[src/rtl/assert_macros.svh]
// assertion macros shared by the arbiter rtl
// no dependencies; pulled in by the modules that carry assertions
`ifndef ASSERT_MACROS_SVH
`define ASSERT_MACROS_SVH

// clocked property, switched off while reset is asserted
`define TOSA_ASSERT(label, clk, rst_n, prop, msg) \
    label: assert property (@(posedge clk) disable iff (!rst_n) (prop)) else $error(msg);

// same-cycle implication
`define TOSA_IMPLY(label, clk, rst_n, ante, cons, msg) \
    `TOSA_ASSERT(label, clk, rst_n, (ante) |-> (cons), msg)

`endif

[src/rtl/tosa_pkg.sv]
// types, constants and field layout for the torque output safety arbiter
// no dependencies; imported by every module of the block
`timescale 1ns / 1ps

package tosa_pkg;

    // field widths
    localparam int TORQUE_W   = 20;
    localparam int LIMIT_W    = 19;
    localparam int RATE_W     = 24;
    localparam int TIME_W     = 16;
    localparam int MOTORS     = 6;
    localparam int FLAGS_W    = 14;
    localparam int REASON_W   = 11;
    localparam int LATCH_W    = 10;
    localparam int CFG_IDX_W  = 3;
    localparam int CFG_DATA_W = 24;

    // request stage, four step stages, arbitration stage
    localparam int PIPE_DEPTH = 6;

    // step = floor(rate * dt / 10^6), with 10^6 = 2^6 * 15625
    localparam int P_W         = RATE_W + TIME_W;
    localparam int DIV_SHIFT   = 6;
    localparam int DIV_ODD     = 15625;
    localparam int ODD_W       = 14;
    localparam int Q_W         = P_W - DIV_SHIFT;
    localparam int Q_LO_W      = Q_W / 2;
    localparam int Q_HI_W      = Q_W - Q_LO_W;
    localparam int RECIP_SHIFT = Q_W;
    localparam int RECIP_W     = 21;
    localparam longint unsigned RECIP_M = (64'd1 << RECIP_SHIFT) / DIV_ODD;
    localparam int STEP_W      = 21;
    localparam int PP_W        = Q_HI_W + RECIP_W;
    localparam int SUM_W       = Q_W + RECIP_W;
    localparam int PROD_W      = STEP_W + ODD_W;
    localparam longint unsigned STEP_MAX =
        (((64'd1 << RATE_W) - 64'd1) * ((64'd1 << TIME_W) - 64'd1)) / 64'd1000000;

    // working width of the clamp and slew arithmetic
    localparam int WIDE_A = (TORQUE_W > LIMIT_W + 1) ? TORQUE_W : LIMIT_W + 1;
    localparam int WIDE_B = (WIDE_A > STEP_W + 1) ? WIDE_A : STEP_W + 1;
    localparam int WIDE_W = WIDE_B + 2;

    // readiness flag layout
    localparam int FLAG_ORIGIN     = 0;
    localparam int FLAG_STATE_LSB  = 1;
    localparam int FLAG_STATE_N    = 6;
    localparam int FLAG_WHEEL_LSB  = 7;
    localparam int FLAG_LQR        = 9;
    localparam int FLAG_LENGTH_LSB = 10;
    localparam int FLAG_VMC_LSB    = 12;

    // block reason bits
    localparam int BR_REMOTE  = 0;
    localparam int BR_ORIGIN  = 1;
    localparam int BR_STATE   = 2;
    localparam int BR_WHEEL   = 3;
    localparam int BR_LQR     = 4;
    localparam int BR_LENGTH  = 5;
    localparam int BR_VMC     = 6;
    localparam int BR_CONFIG  = 7;
    localparam int BR_MOTORS  = 8;
    localparam int BR_INVALID = 9;
    localparam int BR_LOCKED  = 10;

    // register indexes
    localparam logic [CFG_IDX_W-1:0] CFG_JOINT_LIMIT  = 3'd0;
    localparam logic [CFG_IDX_W-1:0] CFG_WHEEL_LIMIT  = 3'd1;
    localparam logic [CFG_IDX_W-1:0] CFG_WHEEL_RATE   = 3'd2;
    localparam logic [CFG_IDX_W-1:0] CFG_MAX_STEP     = 3'd3;
    localparam logic [CFG_IDX_W-1:0] CFG_MOTORS       = 3'd4;
    localparam logic [CFG_IDX_W-1:0] CFG_OTHER_VALID  = 3'd5;

    // register reset values
    localparam logic [LIMIT_W-1:0] JOINT_LIMIT_RST = 19'd32768;
    localparam logic [TIME_W-1:0]  MAX_STEP_RST    = 16'd5000;

    typedef enum logic [1:0] {
        MODE_NONE   = 2'd0,
        MODE_STOP   = 2'd1,
        MODE_ENABLE = 2'd2
    } tosa_mode_t;

    typedef logic signed [TORQUE_W-1:0] torque_t;

    typedef struct packed {
        logic                remote_on;
        logic [FLAGS_W-1:0]  readiness_flags;
        logic                values_invalid;
        logic                balance_active;
        logic [TIME_W-1:0]   elapsed_time;
        torque_t             left_wheel_request;
        torque_t             right_wheel_request;
        torque_t             left_front_request;
        torque_t             left_rear_request;
        torque_t             right_front_request;
        torque_t             right_rear_request;
    } tosa_in_t;

    typedef struct packed {
        logic [1:0]          mode_command;
        logic [REASON_W-1:0] block_reason;
        logic [LATCH_W-1:0]  latched_reason;
        torque_t             left_front_out;
        torque_t             left_rear_out;
        torque_t             right_front_out;
        torque_t             right_rear_out;
        torque_t             left_wheel_out;
        torque_t             right_wheel_out;
    } tosa_out_t;

    typedef struct packed {
        logic [LIMIT_W-1:0]  joint_torque_limit;
        logic [LIMIT_W-1:0]  wheel_limit;
        logic [RATE_W-1:0]   wheel_rate_limit;
        logic [TIME_W-1:0]   max_step_time;
        logic [MOTORS-1:0]   motors_present;
        logic                other_config_valid;
    } tosa_cfg_t;

    typedef struct packed {
        logic                dt_zero;
        logic [STEP_W-1:0]   step;
    } tosa_step_t;

endpackage

[src/rtl/tosa_step_calc.sv]
// wheel slew step pipeline: clamps elapsed time, forms rate * dt and divides
// by 10^6 through a reciprocal multiply with one correction; uses tosa_pkg
`timescale 1ns / 1ps

module tosa_step_calc
    import tosa_pkg::*;
(
    input  logic                   clk,
    input  logic [PIPE_DEPTH-1:1]  load,
    input  logic [TIME_W-1:0]      elapsed_time,
    input  tosa_cfg_t              cfg,
    output tosa_step_t             step
);

    logic [PIPE_DEPTH-1:1] zero_reg;

    logic [TIME_W-1:0]  dt;
    logic [P_W-1:0]     prod1_next;
    logic [P_W-1:0]     prod1_reg;

    logic [Q_W-1:0]     quot2_next;
    logic [PP_W-1:0]    pp_hi_next;
    logic [PP_W-1:0]    pp_lo_next;
    logic [Q_W-1:0]     quot2_reg;
    logic [PP_W-1:0]    pp_hi_reg;
    logic [PP_W-1:0]    pp_lo_reg;

    logic [SUM_W-1:0]   pp_sum;
    logic [STEP_W-1:0]  est3_next;
    logic [Q_W-1:0]     quot3_reg;
    logic [STEP_W-1:0]  est3_reg;

    logic [PROD_W-1:0]  back4_next;
    logic [Q_W-1:0]     quot4_reg;
    logic [STEP_W-1:0]  est4_reg;
    logic [PROD_W-1:0]  back4_reg;

    logic [Q_W-1:0]     rem;
    logic [STEP_W-1:0]  step5_next;
    logic [STEP_W-1:0]  step5_reg;

    always_comb
    begin
        dt         = (elapsed_time > cfg.max_step_time) ? cfg.max_step_time : elapsed_time;
        prod1_next = P_W'(cfg.wheel_rate_limit) * P_W'(dt);

        // drop the power-of-two part of 10^6 first
        quot2_next = prod1_reg[P_W-1:DIV_SHIFT];
        pp_hi_next = PP_W'(quot2_next[Q_W-1:Q_LO_W]) * PP_W'(RECIP_M);
        pp_lo_next = PP_W'(quot2_next[Q_LO_W-1:0]) * PP_W'(RECIP_M);

        // estimate is the true quotient or one below it
        pp_sum     = (SUM_W'(pp_hi_reg) << Q_LO_W) + SUM_W'(pp_lo_reg);
        est3_next  = pp_sum[SUM_W-1:RECIP_SHIFT];

        back4_next = PROD_W'(est3_reg) * PROD_W'(DIV_ODD);

        rem        = quot4_reg - back4_reg[Q_W-1:0];
        step5_next = (rem >= Q_W'(DIV_ODD)) ? est4_reg + STEP_W'(1) : est4_reg;
    end

    always_ff @(posedge clk)
    begin
        if (load[1])
        begin
            prod1_reg   <= prod1_next;
            zero_reg[1] <= (dt == '0);
        end
        if (load[2])
        begin
            quot2_reg   <= quot2_next;
            pp_hi_reg   <= pp_hi_next;
            pp_lo_reg   <= pp_lo_next;
            zero_reg[2] <= zero_reg[1];
        end
        if (load[3])
        begin
            quot3_reg   <= quot2_reg;
            est3_reg    <= est3_next;
            zero_reg[3] <= zero_reg[2];
        end
        if (load[4])
        begin
            quot4_reg   <= quot3_reg;
            est4_reg    <= est3_reg;
            back4_reg   <= back4_next;
            zero_reg[4] <= zero_reg[3];
        end
        if (load[5])
        begin
            step5_reg   <= step5_next;
            zero_reg[5] <= zero_reg[4];
        end
    end

    assign step.dt_zero = zero_reg[PIPE_DEPTH-1];
    assign step.step    = step5_reg;

endmodule

[src/rtl/tosa_core.sv]
// arbitration core: block-reason mask, enable and fault-lock latches, torque
// clamps and wheel slew against the previous output; uses tosa_pkg
`timescale 1ns / 1ps
`include "assert_macros.svh"

module tosa_core
    import tosa_pkg::*;
(
    input  logic       clk,
    input  logic       rst_n,
    input  logic       commit,
    input  tosa_in_t   item,
    input  tosa_cfg_t  cfg,
    input  tosa_step_t step,
    output tosa_out_t  result
);

    logic                   fault_lock_reg;
    logic                   fault_lock_next;
    logic                   once_enabled_reg;
    logic                   once_enabled_next;
    logic                   motors_on_reg;
    logic                   motors_on_next;
    logic [LATCH_W-1:0]     latched_block_reg;
    logic [LATCH_W-1:0]     latched_block_next;
    torque_t                prev_wheel_reg [2];
    torque_t                prev_wheel_next [2];

    logic [LATCH_W-1:0]     cond;
    logic [REASON_W-1:0]    reason;
    logic                   apply;
    tosa_mode_t             mode;
    torque_t                wheel_req [2];
    logic signed [WIDE_W-1:0] tgt;
    logic signed [WIDE_W-1:0] prev_w;
    logic signed [WIDE_W-1:0] delta;
    logic signed [WIDE_W-1:0] step_w;
    logic signed [WIDE_W-1:0] slewed;

    function automatic logic signed [WIDE_W-1:0] sext_torque(input torque_t t);
        return {{(WIDE_W-TORQUE_W){t[TORQUE_W-1]}}, t};
    endfunction

    // a zero limit clamps to zero on its own
    function automatic torque_t clamp_abs(input torque_t t, input logic [LIMIT_W-1:0] lim);
        logic signed [WIDE_W-1:0] tw;
        logic signed [WIDE_W-1:0] lw;
        logic signed [WIDE_W-1:0] cw;
        tw = sext_torque(t);
        lw = {{(WIDE_W-LIMIT_W){1'b0}}, lim};
        if (tw > lw)
            cw = lw;
        else if (tw < -lw)
            cw = -lw;
        else
            cw = tw;
        return cw[TORQUE_W-1:0];
    endfunction

    always_comb
    begin
        cond               = '0;
        cond[BR_ORIGIN]    = !item.readiness_flags[FLAG_ORIGIN];
        cond[BR_STATE]     = ~&item.readiness_flags[FLAG_STATE_LSB +: FLAG_STATE_N];
        cond[BR_WHEEL]     = ~&item.readiness_flags[FLAG_WHEEL_LSB +: 2];
        cond[BR_LQR]       = !item.readiness_flags[FLAG_LQR];
        cond[BR_LENGTH]    = ~&item.readiness_flags[FLAG_LENGTH_LSB +: 2];
        cond[BR_VMC]       = ~&item.readiness_flags[FLAG_VMC_LSB +: 2];
        cond[BR_CONFIG]    = (cfg.wheel_limit == '0) || (cfg.wheel_rate_limit == '0)
                             || !cfg.other_config_valid;
        cond[BR_MOTORS]    = ~&cfg.motors_present;
        cond[BR_INVALID]   = item.values_invalid;

        apply              = 1'b0;
        fault_lock_next    = fault_lock_reg;
        once_enabled_next  = once_enabled_reg;
        latched_block_next = latched_block_reg;
        reason             = '0;

        if (!item.remote_on)
        begin
            fault_lock_next   = 1'b0;
            once_enabled_next = 1'b0;
            reason[BR_REMOTE] = 1'b1;
        end
        else
        begin
            if (!fault_lock_reg && (cond == '0))
            begin
                apply             = 1'b1;
                once_enabled_next = 1'b1;
            end
            else if (once_enabled_reg && !fault_lock_reg)
            begin
                // failure after enable: lock until the remote goes off
                latched_block_next = cond;
                fault_lock_next    = 1'b1;
            end
            reason             = {1'b0, cond};
            reason[BR_LOCKED]  = fault_lock_next;
        end

        motors_on_next = apply;
        if (apply == motors_on_reg)
            mode = MODE_NONE;
        else if (apply)
            mode = MODE_ENABLE;
        else
            mode = MODE_STOP;

        wheel_req[0] = item.left_wheel_request;
        wheel_req[1] = item.right_wheel_request;
        for (int i = 0; i < 2; i++)
        begin
            tgt    = sext_torque(clamp_abs(item.balance_active ? wheel_req[i] : '0,
                                           cfg.wheel_limit));
            prev_w = sext_torque(prev_wheel_reg[i]);
            step_w = {{(WIDE_W-STEP_W){1'b0}}, step.step};
            delta  = tgt - prev_w;
            if (delta > step_w)
                slewed = prev_w + step_w;
            else if (delta < -step_w)
                slewed = prev_w - step_w;
            else
                slewed = tgt;
            prev_wheel_next[i] = (apply && !step.dt_zero) ? slewed[TORQUE_W-1:0] : '0;
        end

        result.mode_command    = mode;
        result.block_reason    = reason;
        result.latched_reason  = latched_block_next;
        result.left_front_out  = apply ? clamp_abs(item.left_front_request,
                                                   cfg.joint_torque_limit) : '0;
        result.left_rear_out   = apply ? clamp_abs(item.left_rear_request,
                                                   cfg.joint_torque_limit) : '0;
        result.right_front_out = apply ? clamp_abs(item.right_front_request,
                                                   cfg.joint_torque_limit) : '0;
        result.right_rear_out  = apply ? clamp_abs(item.right_rear_request,
                                                   cfg.joint_torque_limit) : '0;
        result.left_wheel_out  = prev_wheel_next[0];
        result.right_wheel_out = prev_wheel_next[1];
    end

    always_ff @(posedge clk or negedge rst_n)
    begin
        if (!rst_n)
        begin
            fault_lock_reg    <= 1'b0;
            once_enabled_reg  <= 1'b0;
            motors_on_reg     <= 1'b0;
            latched_block_reg <= '0;
            prev_wheel_reg[0] <= '0;
            prev_wheel_reg[1] <= '0;
        end
        else if (commit)
        begin
            fault_lock_reg    <= fault_lock_next;
            once_enabled_reg  <= once_enabled_next;
            motors_on_reg     <= motors_on_next;
            latched_block_reg <= latched_block_next;
            prev_wheel_reg[0] <= prev_wheel_next[0];
            prev_wheel_reg[1] <= prev_wheel_next[1];
        end
    end

    `TOSA_IMPLY(a_lock_needs_enable, clk, rst_n, fault_lock_reg, once_enabled_reg, "fault lock set without prior enable")
    `TOSA_IMPLY(a_motors_on_unlocked, clk, rst_n, motors_on_reg, once_enabled_reg && !fault_lock_reg, "motors on while locked or never enabled")
    `TOSA_IMPLY(a_enable_only_clear, clk, rst_n, commit && (result.mode_command == MODE_ENABLE), result.block_reason == '0, "enable commanded with a block reason")

endmodule

[src/rtl/torque_output_safety_arbiter.sv]
// top level of the torque output safety arbiter: configuration registers,
// request pipeline and result register; uses tosa_pkg, tosa_step_calc, tosa_core
`timescale 1ns / 1ps
`include "assert_macros.svh"

// One request per clock is taken unless every stage is full and the result
// is held, and one result comes out per request, in order. A request first
// passes the wheel slew step pipeline (rate * elapsed time while the request
// sits in the input stage, then a reciprocal multiply and a correction for
// the division by one million), then the arbitration stage where the enable
// latch, fault lock and previous wheel torques are read and updated, and the
// result then waits in the result register until taken. Each stage stalls
// only while the one after it is full and held, so requests keep entering
// while a result waits, until every stage is full. Configuration writes are
// taken at once (cfg_ready is always high) and must only be made while no
// request is in flight.

module torque_output_safety_arbiter
    import tosa_pkg::*;
(
    input  logic                  clk,
    input  logic                  rst_n,

    input  logic                  req_valid,
    output logic                  req_ready,
    input  tosa_in_t              req,

    output logic                  rsp_valid,
    input  logic                  rsp_ready,
    output tosa_out_t             rsp,

    input  logic                  cfg_valid,
    output logic                  cfg_ready,
    input  logic [CFG_IDX_W-1:0]  cfg_index,
    input  logic [CFG_DATA_W-1:0] cfg_data
);

    tosa_cfg_t              cfg_reg;
    logic [PIPE_DEPTH-1:0]  valid_reg;
    tosa_in_t               item_reg [PIPE_DEPTH];
    logic                   rsp_valid_reg;
    tosa_out_t              rsp_reg;

    logic [PIPE_DEPTH-1:0]  take;
    logic                   take_out;
    logic                   commit;
    tosa_step_t             step;
    tosa_out_t              result;

    // a stage loads when empty or when its contents move on
    always_comb
    begin
        take_out             = !rsp_valid_reg || rsp_ready;
        take[PIPE_DEPTH-1]   = !valid_reg[PIPE_DEPTH-1] || take_out;
        for (int k = PIPE_DEPTH - 2; k >= 0; k--)
            take[k] = !valid_reg[k] || take[k+1];
    end

    assign commit    = take_out && valid_reg[PIPE_DEPTH-1];
    assign req_ready = take[0];
    assign cfg_ready = 1'b1;
    assign rsp_valid = rsp_valid_reg;
    assign rsp       = rsp_reg;

    always_ff @(posedge clk or negedge rst_n)
    begin
        if (!rst_n)
        begin
            cfg_reg.joint_torque_limit <= JOINT_LIMIT_RST;
            cfg_reg.wheel_limit        <= '0;
            cfg_reg.wheel_rate_limit   <= '0;
            cfg_reg.max_step_time      <= MAX_STEP_RST;
            cfg_reg.motors_present     <= '0;
            cfg_reg.other_config_valid <= 1'b0;
        end
        else if (cfg_valid)
        begin
            unique case (cfg_index)
                CFG_JOINT_LIMIT: cfg_reg.joint_torque_limit <= cfg_data[LIMIT_W-1:0];
                CFG_WHEEL_LIMIT: cfg_reg.wheel_limit        <= cfg_data[LIMIT_W-1:0];
                CFG_WHEEL_RATE:  cfg_reg.wheel_rate_limit   <= cfg_data[RATE_W-1:0];
                CFG_MAX_STEP:    cfg_reg.max_step_time      <= cfg_data[TIME_W-1:0];
                CFG_MOTORS:      cfg_reg.motors_present     <= cfg_data[MOTORS-1:0];
                CFG_OTHER_VALID: cfg_reg.other_config_valid <= cfg_data[0];
                default:         ;
            endcase
        end
    end

    always_ff @(posedge clk or negedge rst_n)
    begin
        if (!rst_n)
        begin
            valid_reg     <= '0;
            rsp_valid_reg <= 1'b0;
        end
        else
        begin
            if (take[0])
                valid_reg[0] <= req_valid;
            for (int k = 1; k < PIPE_DEPTH; k++)
                if (take[k])
                    valid_reg[k] <= valid_reg[k-1];
            if (take_out)
                rsp_valid_reg <= valid_reg[PIPE_DEPTH-1];
        end
    end

    always_ff @(posedge clk)
    begin
        if (take[0])
            item_reg[0] <= req;
        for (int k = 1; k < PIPE_DEPTH; k++)
            if (take[k])
                item_reg[k] <= item_reg[k-1];
        if (commit)
            rsp_reg <= result;
    end

    tosa_step_calc u_step
    (
        .clk          (clk),
        .load         (take[PIPE_DEPTH-1:1]),
        .elapsed_time (item_reg[0].elapsed_time),
        .cfg          (cfg_reg),
        .step         (step)
    );

    tosa_core u_core
    (
        .clk    (clk),
        .rst_n  (rst_n),
        .commit (commit),
        .item   (item_reg[PIPE_DEPTH-1]),
        .cfg    (cfg_reg),
        .step   (step),
        .result (result)
    );

    `TOSA_IMPLY(a_full_stall_blocks, clk, rst_n, (&valid_reg) && rsp_valid_reg && !rsp_ready, !req_ready, "request taken while every stage is held")
    `TOSA_IMPLY(a_step_in_range, clk, rst_n, valid_reg[PIPE_DEPTH-1], step.step <= STEP_W'(STEP_MAX), "slew step beyond its largest value")

endmodule
[config.mk]
export PLATFORM = sky130hd
export DESIGN_NAME = torque_output_safety_arbiter
export DESIGN_NICKNAME = d
export VERILOG_FILES = /design/src/rtl/tosa_pkg.sv /design/src/rtl/tosa_step_calc.sv /design/src/rtl/tosa_core.sv /design/src/rtl/torque_output_safety_arbiter.sv
export VERILOG_INCLUDE_DIRS = /design/src /design/src/rtl
export SDC_FILE = /design/constraint.sdc
export NUM_CORES = 2
export LEC_CHECK = 0
export BUFFER_PORTS_ARGS = -buffer_cell sky130_fd_sc_hd__buf_2
export CAP_MARGIN = 20
export CORE_MARGIN = 4
export CORE_UTILIZATION = 30
export CTS_CLUSTER_SIZE = 25
export DETAILED_ROUTE_END_ITERATION = 7
export PLACE_DENSITY = 0.48
export SLEW_MARGIN = 10
export SYNTH_ARGS = -nofsm -noshare
export SYNTH_HDL_FRONTEND = slang
export SYNTH_HIERARCHICAL = 1
export SYNTH_SLANG_ARGS = --single-unit
[constraint.sdc]
create_clock -name clk -period 8.65 [get_ports clk]
set_input_delay 1.2975 -clock clk [delete_from_list [all_inputs] [get_ports clk]]
set_output_delay 1.2975 -clock clk [all_outputs]
set_load 0.005 [all_outputs]
==> flow_metrics.env <==
export IMPL_clock_tree_root_cell="sky130_fd_sc_hd__clkbuf_16"
export IMPL_gpl_final_weighted_congestion=0.935
export IMPL_cp_common_cell="sky130_fd_sc_hd__buf_6"
export IMPL_drive_above_1_share=0.183
export IMPL_critPathBufInv=9
export IMPL_unrepaired_setup_endpoints_after_global_routing="true"
export IMPL_period_needed_ps=8740
export IMPL_detail_route_drc_violations=0
export IMPL_detail_route_wl_per_cell_um=22.4
export IMPL_worst_slack_ps=-90.7
export IMPL_layout_commonest_cell="sky130_fd_sc_hd__edfxtp_1"
export IMPL_drt_first_pass_iters=5
export IMPL_final_period_utilization=1.01
export IMPL_violated_checks="setup timing"
export IMPL_drt_first_iter_violations=4122
export IMPL_maxClockFrequency_ghz=0.114
export IMPL_top_cell_family_by_delay_on_the_critical_path="compound AO/OA/AOI/OAI gates"
export IMPL_crit_arrival_ps=9420
export IMPL_timing_setup_critical_path_class="flip-flop to flip-flop"
export IMPL_core_rowCount=206
export IMPL_critPathMaxFanout=6
export IMPL_gr_usage_all_layers=0.176
export IMPL_vias_in_the_first_global_route=65700
export IMPL_routed_via_count=63800
export IMPL_die_height_um=571
export IMPL_multi_input_comb_area_um2=49700
export IMPL_max_cap_violations=0
export IMPL_hold_worst_slack_ps=388
export IMPL_clk_path_buf_depth=4
export IMPL_cts_tree="yes"
export IMPL_numClockSinks=1419
export IMPL_starting_density_of_the_core=0.302
export IMPL_via_per_inst=4.84
export IMPL_syn_num_nets=9846
export IMPL_routed_wirelength_um=295000
export IMPL_maxSlewViolCount=0
export IMPL_finalCoreUtilization=0.359
export IMPL_crit_path_end_kind="flip-flop"
export IMPL_grt_residual_overflow=0
export IMPL_max_slew_margin=0.244
export IMPL_finalNetCount=10700
export IMPL_hpwl_after_detailed_placement_um=230000
export IMPL_mostFrequentLayoutCells="sky130_fd_sc_hd__edfxtp_1, sky130_fd_sc_hd__inv_1, sky130_fd_sc_hd__ha_1"
export IMPL_outcome="finished, violations left"
export IMPL_postCtsHoldBufs=0
export IMPL_worst_pin_slew_ps=1130
export IMPL_core_region_area_um2=315000
export IMPL_synth_cell_area_um2=95100
export IMPL_die_width_um=571
export IMPL_critPathRequiredTime_ps=9330
export IMPL_avgSynthCellArea_um2=11.9
export IMPL_flow_area_growth_from_synthesis_pct=18.9
export IMPL_cts_buffers_inserted=168
export IMPL_kind_of_path_behind_the_tightest_hold_check="flip-flop to flip-flop"
export IMPL_number_of_antenna_violations_at_the_first_check_in_global_routing=27
export IMPL_worst_clock_skew_ps=68.6
export IMPL_worst_setup_path_start_kind="flip-flop"
export IMPL_ff_latch_area_um2=41900
export IMPL_clkLatencyLatePin_ps=830
export IMPL_cp_slowest_cell="sky130_fd_sc_hd__or4_4"
export IMPL_number_of_levels_the_h_tree_was_split_into=4
export IMPL_grt_start_max_net_pins=131
export IMPL_hold_viol_final=0
export IMPL_post_synth_inst_count=7990
export IMPL_placement_io_buffers=329
export IMPL_timing_critical_path_slowest_cell_delay_ps=510
export IMPL_flip_flop_count_of_the_largest_register_all_copies_and_words_added=838
export IMPL_io_pins=331
export IMPL_report_final_setup_viol=3
export IMPL_total_die_area_um2=326000
export IMPL_cts_clk_slew_worst_paths_ps=60
export IMPL_ant_nets=0
export IMPL_ys_warnings=6
export IMPL_fill_cells=31000
export IMPL_grt_first_pass_wirelength_um=432000
layer usage:
layer / GRT usage / wire length, um
met5: 0 / 13
met4: 0.0606 / 10400
met3: 0.0179 / 10600
met2: 0.297 / 143000
met1: 0.236 / 131000
final timing paths:
check / from / endpoint / slack (ps) / cells after the start
min in group asynchronous: rst_n / u_core/prev_wheel_reg[32] / 520 / 1
hold reg to reg: item_reg[2][11] / item_reg[3][11] / 390 / 0
max in group asynchronous: rst_n / cfg_reg[82] / 6250 / 3
setup reg to reg: cfg_reg[48] / u_core/prev_wheel_reg[34] / -90 / 41
hold / removal: item_reg[2][11] / item_reg[3][11] / 390 / 0
setup / recovery: cfg_reg[48] / u_core/prev_wheel_reg[34] / -90 / 41
worst reg2reg max path, delay by kind of cell (launching register included):
kind,cells,cell delay (ps)
simple gates,8,1750
flops,1,400
fa+ha+maj,3,940
mux,2,450
compound gates,17,3380
xor+xnor,2,320
buf+inv,9,1330
timing repair:
item / in CTS / in global routing
gates resized for setup: 108 / 269
setup endpoints to repair: 83 / 91
hold endpoints to repair: 0 / 0
pin swaps: 67 / 146
gates cloned: 2 / 7
buffers inserted: 34 / 76
final cells by class:
cell class / count / share of cell area
antenna: 26 / 0.000576
clock buffer: 210 / 0.0392
clock inverter: 91 / 0.00946
inverter: 1151 / 0.0383
multi-input combinational: 5212 / 0.440
sequential: 1419 / 0.371
tap: 4160 / 0.0461
timing repair buffer: 904 / 0.0562
through the flow:
stage | instances | worst slack, ps | setup TNS (ps) | instance area (um^2)
finish | 13200 | -90.7 | -107 | 113000
global route | 13200 | -432 | -18380 | 113000
CTS | 13100 | -9.21 | -9.21 | 111000
detailed placement | 12700 | -965 | -48290 | 105000
global placement | 12700 | -1130 | -44820 | 105000
floorplan | 7990 | -72.5 | -99.2 | 95100
Power is left out: the tool's default activity adds up to more than one toggle a clock period on the data nets, which glitch-free logic cannot reach.
